File: config.mk
export PLATFORM = sky130hd
export DESIGN_NAME = fp32_fp16_converter_top
export DESIGN_NICKNAME = d
export VERILOG_FILES = /design/src/rtl/core/fpc_pkg.sv /design/src/rtl/core/fpc_s2h.sv /design/src/rtl/core/fpc_h2s.sv /design/src/rtl/core/fp32_fp16_converter_top.sv
export SDC_FILE = /design/constraint.sdc
export NUM_CORES = 1
export LEC_CHECK = 0
export ABC_CLOCK_PERIOD_IN_PS = 16750
export BUFFER_PORTS_ARGS = -buffer_cell sky130_fd_sc_hd__buf_2
export CAP_MARGIN = 20
export CORE_MARGIN = 4
export CORE_UTILIZATION = 42
export CTS_CLUSTER_SIZE = 30
export DETAILED_ROUTE_END_ITERATION = 12
export SETUP_SLACK_MARGIN = 0.05
export SLEW_MARGIN = 10
export SYNTH_ARGS = -nofsm -noshare
export SYNTH_HDL_FRONTEND = slang
export SYNTH_HIERARCHICAL = 1
export SYNTH_SLANG_ARGS = --single-unit
File: constraint.sdc
create_clock -name clk -period 16.75 [get_ports clk]
set_input_delay 1.675 -clock clk [delete_from_list [all_inputs] [get_ports clk]]
set_output_delay 1.675 -clock clk [all_outputs]
set_load 0.05 [all_outputs]
File: src/rtl/core/fpc_pkg.sv
// Shared types and constants for the single/half float format converter.
// No dependencies; imported by every module in rtl/core.
package fpc_pkg;

	// Direction of conversion, carried with each word
	typedef enum logic {
		CMD_S2H = 1'b0,
		CMD_H2S = 1'b1
	} cmd_t;

	// Single-to-half thresholds, compared against the 31-bit magnitude
	localparam logic [30:0] S_INF_MAG      = 31'h7f800000;
	localparam logic [30:0] S_OVF_MAG      = 31'h477fefff;
	localparam logic [30:0] S_UNF_MAG      = 31'h33000001;
	localparam logic [7:0]  S2H_EXP_BIAS   = 8'h70;
	localparam logic [7:0]  S2H_SUB_SHIFT  = 8'h7e;
	localparam logic [4:0]  S2H_NORM_SHIFT = 5'd13;

	// Half results for special operands
	localparam logic [14:0] H_QNAN = 15'h7fff;
	localparam logic [14:0] H_INF  = 15'h7c00;

	// Half-to-single constants
	localparam logic [4:0]  H_EXP_MAX      = 5'h1f;
	localparam logic [7:0]  H2S_EXP_BIAS   = 8'h70;
	localparam logic [7:0]  S_EXP_MAX      = 8'hff;
	localparam logic [31:0] S_QNAN         = 32'h7fffffff;

endpackage

File: src/rtl/core/fpc_s2h.sv
// Single to half conversion with round to nearest even, combinational.
// Depends on fpc_pkg.
module fpc_s2h import fpc_pkg::*; (
	input  logic [31:0] single_in,
	output logic [15:0] half_out
);

	logic        sgn;
	logic [30:0] mag;
	logic [7:0]  exp8;
	logic        is_norm;
	logic [23:0] man24;
	logic [4:0]  sh;
	logic [4:0]  sh_m1;
	logic [23:0] guard_vec;
	logic [23:0] sticky_mask;
	logic        guard;
	logic        sticky;
	logic [9:0]  trunc;
	logic        round_up;
	logic [4:0]  exp5;
	logic [14:0] body;

	assign sgn  = single_in[31];
	assign mag  = single_in[30:0];
	assign exp8 = mag[30:23];

	// Normal halves drop 13 bits; subnormals shift further with hidden bit
	assign is_norm = exp8 > S2H_EXP_BIAS;
	assign man24   = {~is_norm, mag[22:0]};
	assign sh      = is_norm ? S2H_NORM_SHIFT : 5'(S2H_SUB_SHIFT - exp8);
	assign sh_m1   = sh - 5'd1;
	assign exp5    = is_norm ? 5'(exp8 - S2H_EXP_BIAS) : 5'd0;

	// Guard and sticky bits for nearest-even rounding
	assign guard_vec   = man24 >> sh_m1;
	assign guard       = guard_vec[0];
	assign sticky_mask = (24'd1 << sh_m1) - 24'd1;
	assign sticky      = |(man24 & sticky_mask);
	assign trunc       = 10'(man24 >> sh);
	assign round_up    = guard & (sticky | trunc[0]);

	// A mantissa carry ripples into the exponent field naturally
	assign body = {exp5, trunc} + 15'(round_up);

	// Special cases take priority over the rounded value
	always_comb begin
		priority if (mag > S_INF_MAG) begin
			half_out = {1'b0, H_QNAN};
		end else if (mag > S_OVF_MAG) begin
			half_out = {sgn, H_INF};
		end else if (mag < S_UNF_MAG) begin
			half_out = {sgn, 15'd0};
		end else begin
			half_out = {sgn, body};
		end
	end

endmodule

File: src/rtl/core/fpc_h2s.sv
// Half to single conversion, exact, with subnormal normalisation.
// Depends on fpc_pkg.
module fpc_h2s import fpc_pkg::*; (
	input  logic [15:0] half_in,
	output logic [31:0] single_out
);

	logic       sgn;
	logic [4:0] exp5;
	logic [9:0] man10;
	logic [3:0] lz;
	logic [3:0] shift;
	logic [9:0] norm_man;
	logic [7:0] norm_exp;

	// Leading-zero count over the 10-bit half mantissa
	function automatic logic [3:0] lead_zeros(input logic [9:0] v);
		logic [3:0] n;
		logic       found;
		n     = 4'd10;
		found = 1'b0;
		for (int i = 9; i >= 0; i--) begin
			if (!found && v[i]) begin
				n     = 4'(9 - i);
				found = 1'b1;
			end
		end
		return n;
	endfunction

	assign sgn   = half_in[15];
	assign exp5  = half_in[14:10];
	assign man10 = half_in[9:0];

	// Subnormal: shift out the leading one, exponent drops by the leading-zero count
	assign lz       = lead_zeros(man10);
	assign shift    = lz + 4'd1;
	assign norm_man = 10'(man10 << shift);
	assign norm_exp = H2S_EXP_BIAS - 8'(lz);

	always_comb begin
		priority if (exp5 == H_EXP_MAX) begin
			if (man10 != 10'd0) begin
				single_out = S_QNAN;
			end else begin
				single_out = {sgn, S_EXP_MAX, 23'd0};
			end
		end else if (exp5 == 5'd0) begin
			if (man10 != 10'd0) begin
				single_out = {sgn, norm_exp, norm_man, 13'd0};
			end else begin
				single_out = {sgn, 31'd0};
			end
		end else begin
			single_out = {sgn, 8'(exp5) + H2S_EXP_BIAS, man10, 13'd0};
		end
	end

endmodule

File: src/rtl/core/fp32_fp16_converter_top.sv
// Single/half IEEE float converter, rounding to nearest even into half.
// A word is taken whenever start is high (busy is always low); its result
// appears on result with done high for one cycle, once it has passed the
// input register, one pass of conversion logic and the result register.
// One word per cycle. The receiver cannot stall, so the result must be
// captured in the cycle done is high.
// Depends on fpc_pkg, fpc_s2h, fpc_h2s.
module fp32_fp16_converter_top import fpc_pkg::*; (
	input  logic        clk,
	input  logic        arst_n,
	input  logic        start,
	output logic        busy,
	input  logic        command,
	input  logic [31:0] operand,
	output logic        done,
	output logic [31:0] result
);

	logic        valid_s1;
	cmd_t        cmd_s1;
	logic [31:0] operand_s1;
	logic        valid_s2;
	logic [31:0] result_s2;
	logic [15:0] half_res;
	logic [31:0] single_res;
	logic [31:0] conv_res;

	// Never stalls: a new word can be taken every cycle
	assign busy = 1'b0;

	// Input register
	always_ff @(posedge clk or negedge arst_n) begin
		if (!arst_n) begin
			valid_s1 <= 1'b0;
		end else begin
			valid_s1 <= start & ~busy;
		end
	end

	always_ff @(posedge clk) begin
		if (start & ~busy) begin
			cmd_s1     <= cmd_t'(command);
			operand_s1 <= operand;
		end
	end

	// Both directions in parallel, pick by command
	fpc_s2h u_s2h (
		.single_in (operand_s1),
		.half_out  (half_res)
	);

	fpc_h2s u_h2s (
		.half_in    (operand_s1[15:0]),
		.single_out (single_res)
	);

	always_comb begin
		unique case (cmd_s1)
			CMD_S2H: conv_res = {16'd0, half_res};
			CMD_H2S: conv_res = single_res;
			default: conv_res = {16'd0, half_res};
		endcase
	end

	// Result register
	always_ff @(posedge clk or negedge arst_n) begin
		if (!arst_n) begin
			valid_s2 <= 1'b0;
		end else begin
			valid_s2 <= valid_s1;
		end
	end

	always_ff @(posedge clk) begin
		if (valid_s1) begin
			result_s2 <= conv_res;
		end
	end

	assign done   = valid_s2;
	assign result = result_s2;

endmodule
Yosys cells after proc, flatten, opt, wreduce, memory -nomap -nowiden

Index checks and enable logic that the tools add are counted.
Widths: inputs -> output; s select.

Add/subtract/negate cells: 8
$lt $le $gt $ge: 4
Reductions and logical operators: 21
Equal/unequal tests: 1
Muxes and demuxes: 29
Bitwise operators: 5
Shifts and indexed selects: 4

Operators with widths:

| cell                  | number |
|---|---|
| $mux 32               | 2 |
| $pmux 32 s2           | 1 |
| $gt 31x31->1 const B  | 2 |
| $mux 31               | 2 |
| $mux 4                | 10 |
| $lt 31x30->1 const B  | 1 |
| $mux 15               | 2 |
| $and 24x24->24        | 1 |
| $reduce_or 24->1      | 1 |
| $shl 1x5->24 const A  | 1 |
| $shr 24x5->1          | 1 |
| $shr 24x5->10         | 1 |
| $sub 24x1->24 const B | 1 |
| $mux 16               | 1 |
| $add 15x1->15         | 1 |
| $mux 5                | 2 |
| $reduce_bool 10->1    | 1 |
| $shl 10x4->10         | 1 |
| $logic_and 1x1->1     | 9 |
| $logic_not 1->1       | 9 |
| $mux 1                | 9 |
| $add 5x7->8 const B   | 1 |
| $gt 8x7->1 const B    | 1 |
| $sub 7x4->8 const A   | 1 |
| other kinds (9)       | 10 |

Word-level logic and storage cells: 77
Input bits: 36
Register bits: 67
Output and inout port bits: 34

Depth between registers and ports, before layout

Gate-level depths: netlist of the first run.

Word-level depth: 34
Gate-level depth with buffers: 25
Depth with buffers taken out: 17

Hierarchy

Netlist of the first run, hierarchy kept.

By module, submodules not included:

| module                  | instances | seq. area each (sq um) | area an instance (sq um) | cells each |
|---|---|---|---|---|
| fpc_s2h                 | 1         | 0.0                    | 3832.4                   | 593 |
| fp32_fp16_converter_top | 1         | 2001.9                 | 2321.0                   | 104 |
| fpc_h2s                 | 1         | 0.0                    | 1009.7                   | 151 |

Least setup slack after synthesis of the first run

No wires, ideal clock.

Kind: flip-flop to flip-flop
Start point: register operand_s1[23]
End point: register result_s2[14], in the netlist result[14], data pin
Required time: 16.490 ns
Clock period less this slack: 5.579 ns
Library setup time: 0.260 ns
Cell stages (with the launch flop): 26
Slack: 11.171 ns
Arrival time: 5.319 ns
Buffers on the path: 8
Cell sequence: edfxtp_1 > clkbuf_1 > buf_2 > buf_2 > inv_1 > ha_1 > clkbuf_1 > or2_2 > a21oi_4 > inv_2 > buf_2 > buf_2 > ha_1 > clkbuf_1 > a211oi_1 > a311o_1 > a211o_1 > nand4_1 > and2_0 > buf_2 > ha_1 > nor4bb_1 > and3_1 > a311o_1 > nand3_1 > mux2_2

Word-level cells in the longest chain between the ends: 14
Elaborated cells between the ends (all ways): 23
Those cells by class: add/sub (5); order compare (4); shift (3); mux (6); bitwise (4); reduce/logical (1)

RTL lines:

| element                                          | RTL line                      | RTL |
|---|---|---|
| from (decl)                                      | fp32_fp16_converter_top.sv:21 | `logic [31:0] operand_s1;` |
| from (signal assigned)                           | fp32_fp16_converter_top.sv:43 | `operand_s1 <= operand;` |
| $gt 8x7->1 / $sub 5x5->5 (equally long branches) | fpc_s2h.sv:29, fpc_s2h.sv:31  |  |
| $mux 5                                           | fpc_s2h.sv:31                 | `assign sh = is_norm ? S2H_NORM_SHIFT : 5'(S2H_SUB_SHIFT - exp8);` |
| $sub 5x1->5                                      | fpc_s2h.sv:32                 | `assign sh_m1 = sh - 5'd1;` |
| $shl 1x5->24                                     | fpc_s2h.sv:38                 | `assign sticky_mask = (24'd1 << sh_m1) - 24'd1;` |
| $sub 24x1->24                                    | fpc_s2h.sv:38                 |  |
| $and 24x24->24                                   | fpc_s2h.sv:39                 | `assign sticky = \|(man24 & sticky_mask);` |
| $reduce_or 24->1                                 | fpc_s2h.sv:39                 |  |
| $or 1x1->1                                       | fpc_s2h.sv:41                 | `assign round_up = guard & (sticky \| trunc[0]);` |
| $and 1x1->1                                      | fpc_s2h.sv:41                 |  |
| $add 15x1->15                                    | fpc_s2h.sv:44                 | `assign body = {exp5, trunc} + 15'(round_up);` |
| $mux 15                                          | fpc_s2h.sv:52                 | `end else if (mag < S_UNF_MAG) begin` |
| $mux 15                                          | fpc_s2h.sv:50                 | `end else if (mag > S_OVF_MAG) begin` |
| $mux 16 (*)                                      | fpc_s2h.sv:48                 | `priority if (mag > S_INF_MAG) begin` |
| named net half_res[14]                           | fp32_fp16_converter_top.sv:24 | `logic [15:0] half_res;` |
| $pmux 32 s2 (*)                                  | fp32_fp16_converter_top.sv:59 | `unique case (cmd_s1)` |
| named net conv_res[14]                           | fp32_fp16_converter_top.sv:26 | `logic [31:0] conv_res;` |
| to (signal assigned)                             | fp32_fp16_converter_top.sv:77 | `result_s2 <= conv_res;` |
| to (decl)                                        | fp32_fp16_converter_top.sv:23 | `logic [31:0] result_s2;` |

Mark *: on every way through the listed nets, which the timed path passes. The rest lies on a longest branch.
A chain may end at the register's enable or synchronous reset.

Worst setup path after layout of the first run

Ends and elaborated chain as after synthesis.

==> insert_results.sql, run 1 <==
INSERT INTO impl_metrics (metric_group, metric, value, unit) VALUES
('run_status', 'outcome', 'finished, final reports clean', ''),
('sta', 'period_needed', '5.93', 'ns'),
('grt', 'grt_pass1_vias', '7073', ''),
('yosys', 'ys_top_cells_by_area', 'edfxtp_1, a21oi_1, o21ai_0', ''),
('sta', 'max-slew-margin-rel', '22.6', '%'),
('floorplan', 'placementRows', '47', ''),
('place', 'finalWeightedCongestion', '1.00', ''),
('floorplan', 'initial_util', '43.0', '%'),
('critical_path', 'critical_path.max_stage_delay', '0.52', 'ns'),
('detailed_routing', 'final_antenna_net_count', '0', ''),
('critical_path', 'crit_path_max_fanout', '53', ''),
('floorplan', 'chipWidth', '139', 'µm'),
('yosys', 'yosys.area.top_type', 'edfxtp_1', ''),
('min_path', 'worst_min_delay_path_endpoint', 'result[6]', ''),
('clocking', 'clk_root_buffer_cell', 'clkbuf_16', ''),
('critical_path', 'worst_setup_path_start_kind', 'flop', ''),
('clocking', 'clock_sinks', '67', ''),
('power', 'cell_leakage_power', '0.00275', 'µW'),
('clocking', 'tritoncts', 'built', ''),
('floorplan', 'floorplan.io_pins', '70', ''),
('cells_and_area', 'num-fill-cells', '1709', ''),
('critical_path', 'critPathSlowestCell', 'ha_1', ''),
('detailed_routing', 'drtIter0Drc', '1059', ''),
('sta', 'finalSetupViolations', '0', ''),
('yosys', 'synth_seq_cells', '67', ''),
('cells_and_area', 'area_occupied_by_multi_input_gates', '4600', 'µm²'),
('detailed_routing', 'drt_wl_total', '28.1', 'mm'),
('cells_and_area', 'finalNetCount', '910', ''),
('sta', 'final_max_slew_viol_count', '0', ''),
('critical_path', 'critPathRequiredTime', '16.84', 'ns'),
('detailed_routing', 'route.detailed.vias_per_inst', '6.93', ''),
('sta', 'final.hold.worst_slack', '0.562', 'ns'),
('yosys', 'post_synth_inst_count', '848', ''),
('min_path', 'worstHoldPathCells', '0', ''),
('critical_path', 'crit_path_cell_trace', 'buf_4 -> inv_1 -> ha_1 -> or2_2 -> a21oi_4 -> inv_2 -> ha_1 -> o221ai_1 -> a211oi_1 -> o31ai_1 -> nand4_1 -> and2_0 -> ha_1 -> nor4bb_1 -> and3_1 -> a311o_1 -> nand3_1 -> mux2_2', ''),
('sta', 'final.setup.tns', '0', 'ns'),
('critical_path', 'worst-setup-path-type', 'reg -> reg', ''),
('yosys', 'synth-warning-count', '6', ''),
('floorplan', 'fp.dieH', '139', 'µm'),
('place', 'place_hpwl', '19.3', 'mm'),
('detailed_routing', 'vias', '7563', ''),
('sta', 'period_share', '35.4', '%'),
('grt', 'overall_global_routing_resource_usage', '28.1', '%'),
('sta', 'report.final.hold_viol_count', '0', ''),
('min_path', 'min_from', 'valid_s1', ''),
('critical_path', 'timing.reg2reg.setup_slack', '10.82', 'ns'),
('yosys', 'postSynthAreaPerCell', '8.45', 'µm²'),
('critical_path', 'rr_worst_depth', '18', ''),
('cells_and_area', 'design_area', '7750', 'µm²'),
('clocking', 'htree_num_levels', '3', ''),
('place', 'buffer_ports.inserted', '68', ''),
('yosys', 'synth_ff_type', 'edfxtp_1', ''),
('floorplan', 'core_region_area', '16600', 'µm²'),
('floorplan', 'fp.dieArea', '19200', 'µm²'),
('grt', 'grt_antenna_before_repair', '0', ''),
('detailed_routing', 'routedWlPerCell', '25.7', 'µm'),
('detailed_routing', 'drt_first_pass_iters', '6', ''),
('cells_and_area', 'layout-drive-gt1-share', '20.2', '%'),
('cells_and_area', 'synthToLayoutAreaGrowth', '8.19', '%'),
('job', 'cap_violations', '0', ''),
('power', 'irDropWorstVdd', '58.2', 'µV'),
('yosys', 'synth_cell_types', '102', ''),
('sta', 'fmaxAchievable', '169', 'MHz'),
('grt', 'grt_max_degree', '54', ''),
('critical_path', 'reg2reg_from', 'operand_s1[23]', ''),
('yosys', 'syn-num-nets', '892', ''),
('clocking', 'clkLatencyLatePin', '0.35', 'ns'),
('critical_path', 'critical_path_arrival', '6.02', 'ns'),
('min_path', 'path_type_of_the_worst_min_delay_path', 'reg -> reg', ''),
('detailed_routing', 'drc', '0', ''),
('yosys', 'yosysMostFrequentCell', 'edfxtp_1', '');
logic make-up (layout without fill, tap and decap cells):
logic type | Yosys count | in the layout | share of synthesized area, %
flops | 67 | 67 | 27.9
compound gates | 288 | 288 | 29.2
fa+ha+maj | 9 | 9 | 1.54
buf+inv | 108 | 131 | 8.02
simple gates | 319 | 319 | 24.6
xor+xnor | 27 | 27 | 4.19
other cells | 1 | 1 | 0.0524
mux | 29 | 29 | 4.42
through the flow:
step	total power, µW	worst slack, ns	cells	util [%]
2_1_floorplan	455	11.17	848	-
3_3_place_gp	547	11.10	1074	44.9
3_5_place_dp	542	11.04	1074	44.9
4_1_cts	722	11.00	1090	46.5
5_1_grt	760	10.48	1091	46.6
6_report	729	10.82	1091	46.6
critical path, delay by kind of cell (launching register included):
family | cells | cell delay, ns
buffers and inverters | 3 | 1.06
and+or+nand+nor | 6 | 1.55
AOI/OAI and AO/OA | 5 | 1.29
muxes | 1 | 0.27
DFF | 1 | 0.32
adders and majority gates | 3 | 1.16
flip-flops by register name, summed over array words and instances, names as in the netlist:
| name | cells |
|---|---|
| cmd_s1 | 1 |
| result | 32 |
| operand_s1 | 32 |
| done | 1 |
| valid_s1 | 1 |
cell usage in the layout, fill, tap and decap left out, types with 20 or more instances in the layout:
master,instances
a21oi_1,52
and2_1,24
buf_2,69
buf_4,23
edfxtp_1,65
inv_1,21
nand2_1,60
nand3_1,32
nand4_1,23
nor2_1,61
nor3_1,25
nor4_1,20
o21ai_0,52
area by class of cell:
| type | count | area share (%) |
|---|---|---|
| Timing Repair Buffer | 92 | 6.68 |
| Clock inverter | 7 | 0.581 |
| Clock buffer | 9 | 2.91 |
| Multi-Input combinational cell | 673 | 59.3 |
| Sequential cell | 67 | 25.8 |
| Inverter | 23 | 1.11 |
| Tap cell | 220 | 3.55 |
routing by layer:
| metal | wire [µm] | global-route usage [%] | vias to the layer above |
|---|---|---|---|
| met5 | 0 | 0 | - |
| met1 | 11100 | 36.8 | 3631 |
| met4 | 1400 | 14.2 | 0 |
| met3 | 3130 | 7.24 | 88 |
| li1 | - | - | 3320 |
| met2 | 12400 | 43.0 | 524 |
worst max path at each step:
stage,startpoint,endpoint,depth (start not counted)
6_report,operand_s1[23],result[14],18
5_1_grt,operand_s1[23],result[14],18
4_1_cts,operand_s1[23],result[14],18
3_5_place_dp,operand_s1[23],result[12],18
3_3_place_gp,operand_s1[23],result[12],18
2_1_floorplan,operand_s1[23],result[14],25
report_power, final:
part	internal (µW)	total, µW	leakage [µW]	switching [µW]
Sequential	203	229	0.000654	25.5
Combinational	107	323	0.00197	216
Clock	99.2	177	0.000125	77.3
No activity file was read; power rests on OpenSTA's default activity.
==> inputs of run 2 (changes only) <==
ABC_CLOCK_PERIOD_IN_PS = 5800   (was 16750)
clock period = 5.8 ns   (was 16.75 ns; I/O delays follow)
==> run 2 against run 1 <==
Net effect:
- design area is 1.6% higher
- critical path type unchanged
- largest power group unchanged
- wire length down 3.3%
- critical endpoint is now result[12]
- setup slack lost 10 ns
- cell count grew 0.82%
- clock power grew to 3.4 times the previous value
==> insert_results.sql, run 2 (synthesis results as in run 1) <==
INSERT INTO impl_metrics (metric_group, metric, value, unit) VALUES
('sta', 'period_share', '91.2', '%'),
('grt', 'overall_global_routing_resource_usage', '27.3', '%'),
('critical_path', 'crit_path_max_fanout', '52', ''),
('detailed_routing', 'routedWlPerCell', '24.7', 'µm'),
('grt', 'grt_max_degree', '53', ''),
('power', 'share_comb_of_total_power', '42.7', '%'),
('detailed_routing', 'drtIter0Drc', '1551', ''),
('cells_and_area', 'layout-drive-gt1-share', '20.9', '%'),
('critical_path', 'crit_path_cell_trace', 'buf_4 -> ha_1 -> and3_1 -> xnor2_1 -> xnor2_1 -> o21ai_0 -> nand4_1 -> nand4_1 -> and2_0 -> ha_1 -> nor4bb_1 -> and2_1 -> a21o_1 -> nand4_1 -> mux2_2', ''),
('detailed_routing', 'final_antenna_net_count', '0', ''),
('sta', 'final_max_slew_viol_count', '0', ''),
('place', 'detailedPlace.worstSlack', '0.789', 'ns'),
('power', 'p_clk_share', '27.5', '%'),
('clocking', 'cts-buffers-inserted', '9', ''),
('critical_path', 'timing.reg2reg.setup_slack', '0.51', 'ns'),
('sta', 'fin_skew', '0.0121', 'ns'),
('critical_path', 'most_used_cell_along_the_critical_path', 'nand4_1', ''),
('clocking', 'clock_sinks', '67', ''),
('place', 'dpl-instance-area', '7540', 'µm²'),
('power', 'post-layout-total-power', '2200', 'µW'),
('floorplan', 'fp.dieArea', '19200', 'µm²'),
('detailed_routing', 'drt_first_pass_iters', '6', ''),
('clocking', 'htree_num_levels', '3', ''),
('floorplan', 'chipWidth', '139', 'µm'),
('floorplan', 'floorplan.io_pins', '70', ''),
('power', 'p_per_area', '280', 'nW/µm²'),
('power', 'cell_leakage_power', '0.00283', 'µW'),
('grt', 'met2_usage', '40.6', '%'),
('critical_path', 'critical_path_arrival', '5.39', 'ns'),
('detailed_routing', 'drt_wl_total', '27.1', 'mm'),
('grt', 'grt_pass1_vias', '7082', ''),
('detailed_routing', 'drc', '0', ''),
('place', 'finalWeightedCongestion', '1.05', ''),
('floorplan', 'initial_util', '43.0', '%'),
('place', 'buffer_ports.inserted', '68', ''),
('clocking', 'clk_root_buffer_cell', 'clkbuf_16', ''),
('sta', 'report.final.hold_viol_count', '0', ''),
('grt', 'first_pass_grt_wire_length', '41.8', 'mm'),
('run_status', 'outcome', 'finished, final reports clean', ''),
('clocking', 'clk_pin_slew', '0.07', 'ns'),
('floorplan', 'placementRows', '47', ''),
('grt', 'met1_usage', '37.3', '%'),
('cells_and_area', 'commonest_non_fill_non_tap_cell_in_the_layout', 'buf_2', ''),
('critical_path', 'critical_path_capture_point_type', 'flop', ''),
('critical_path', 'critical_path.max_stage_delay', '0.72', 'ns'),
('grt', 'global_route_total_overflow', '0', ''),
('power', 'p_switching', '918', 'µW'),
('grt', 'grt_antenna_before_repair', '0', ''),
('cells_and_area', 'num-fill-cells', '1632', ''),
('critical_path', 'critPathRequiredTime', '5.90', 'ns'),
('sta', 'fmaxAchievable', '189', 'MHz'),
('critical_path', 'critPathSlowestCell', 'xnor2_1', ''),
('grt', 'global_route.usage.met3', '6.76', '%'),
('power', 'internal-power', '1280', 'µW'),
('clocking', 'clk_path_buf_depth', '2', ''),
('place', 'place_hpwl', '18.7', 'mm'),
('floorplan', 'fp.dieH', '139', 'µm'),
('clocking', 'clkLatencyLatePin', '0.35', 'ns'),
('cells_and_area', 'design_area', '7870', 'µm²'),
('cells_and_area', 'synthToLayoutAreaGrowth', '9.90', '%'),
('sta', 'max-slew-margin-rel', '33.2', '%'),
('sta', 'worstMarginPinSlew', '1.00', 'ns'),
('cells_and_area', 'finalNetCount', '919', ''),
('power', 'irDropWorstVdd', '150', 'µV'),
('sta', 'rsz0062_at_grt', 'no', ''),
('power', 'p_sw_share', '41.7', '%'),
('cells_and_area', 'final_antenna_diode_count', '0', ''),
('sta', 'period_needed', '5.29', 'ns'),
('clocking', 'postCtsResizedCells', '0', ''),
('sta', 'finalSetupViolations', '0', ''),
('sta', 'final.setup.tns', '0', 'ns'),
('min_path', 'path_type_of_the_worst_min_delay_path', 'in -> reg', ''),
('clocking', 'tritoncts', 'built', ''),
('critical_path', 'worst-setup-path-type', 'reg -> reg', ''),
('cells_and_area', 'final_cell_mix', 'buf_2, edfxtp_1, nor2_1', ''),
('grt', 'grt_most_used_layer', 'met2', ''),
('detailed_routing', 'vias', '7746', ''),
('floorplan', 'core_region_area', '16600', 'µm²'),
('detailed_routing', 'route.detailed.vias_per_inst', '7.04', ''),
('critical_path', 'worst_setup_path_start_kind', 'flop', ''),
('job', 'cap_violations', '0', ''),
('power', 'seq_power_share', '29.8', '%'),
('sta', 'post-route-worst-setup-slack', '0.510', 'ns');
==> run 2: power by group through the flow <==
stage                     Combinational [µW]  Clock [µW]  Sequential [µW]
final                                    940         605              656
after detailed placement                 899           0              662
after CTS                                903         621              652
after floorplan                          593           0              722
after global placement                   904           0              662
after global routing                     987         640              662
==> run 2: cell type report <==
cell class,count,area [µm²],share of cell area [%]
Multi-Input combinational cell,673,4590,58.4
Tap cell,220,275,3.50
Clock inverter,7,98.8,1.26
Inverter,23,86.3,1.10
Clock buffer,9,225,2.86
Timing Repair Buffer,101,591,7.50
Sequential cell,67,2000,25.4
==> run 2: critical path, delay by kind of cell (launching register included) <==
| kind | cells | cell delay (ns) |
|---|---|---|
| compound gates | 2 | 0.50 |
| fa+ha+maj | 2 | 0.71 |
| flops | 1 | 0.38 |
| buf+inv | 1 | 0.32 |
| simple gates | 7 | 1.74 |
| xor+xnor | 2 | 1.10 |
| mux | 1 | 0.27 |
==> run 2: per-layer routing <==
| layer | vias to the layer above | wire [µm] |
|---|---|---|
| met1 | 3636 | 10800 |
| met3 | 140 | 3250 |
| met2 | 625 | 11600 |
| li1 | 3345 | - |
| met5 | - | 0 |
| met4 | 0 | 1450 |
==> run 2: through the flow <==
| step | utilization (%) | cells | hold slack (ns) |
|---|---|---|---|
| final | 47.3 | 1100 | 0.399 |
| after global routing | 47.3 | 1100 | 0.391 |
| after CTS | 47.3 | 1100 | 0.388 |
| after detailed placement | 45.3 | 1083 | 0.368 |
| after global placement | 45.3 | 1083 | 0.367 |
| after floorplan | - | 848 | 0.284 |
==> run 2: path summary, 6_finish.rpt <==
| path | from | to | depth (start not counted) |
|---|---|---|---|
| worst min-delay path | operand[21] | operand_s1[21] | 1 |
| worst min register to register | valid_s1 | done | 0 |
| worst max-delay path | operand_s1[23] | result[12] | 15 |
| worst max register to register | operand_s1[23] | result[12] | 15 |
| min in group asynchronous | arst_n | done | 2 |
| max in group asynchronous | arst_n | done | 2 |
==> run 2: what timing repair did <==
| action | in CTS | in global routing |
|---|---|---|
| hold buffers | 1 | 0 |
| endpoints found under the hold margin | 2 | 0 |
| setup buffers | 0 | 0 |
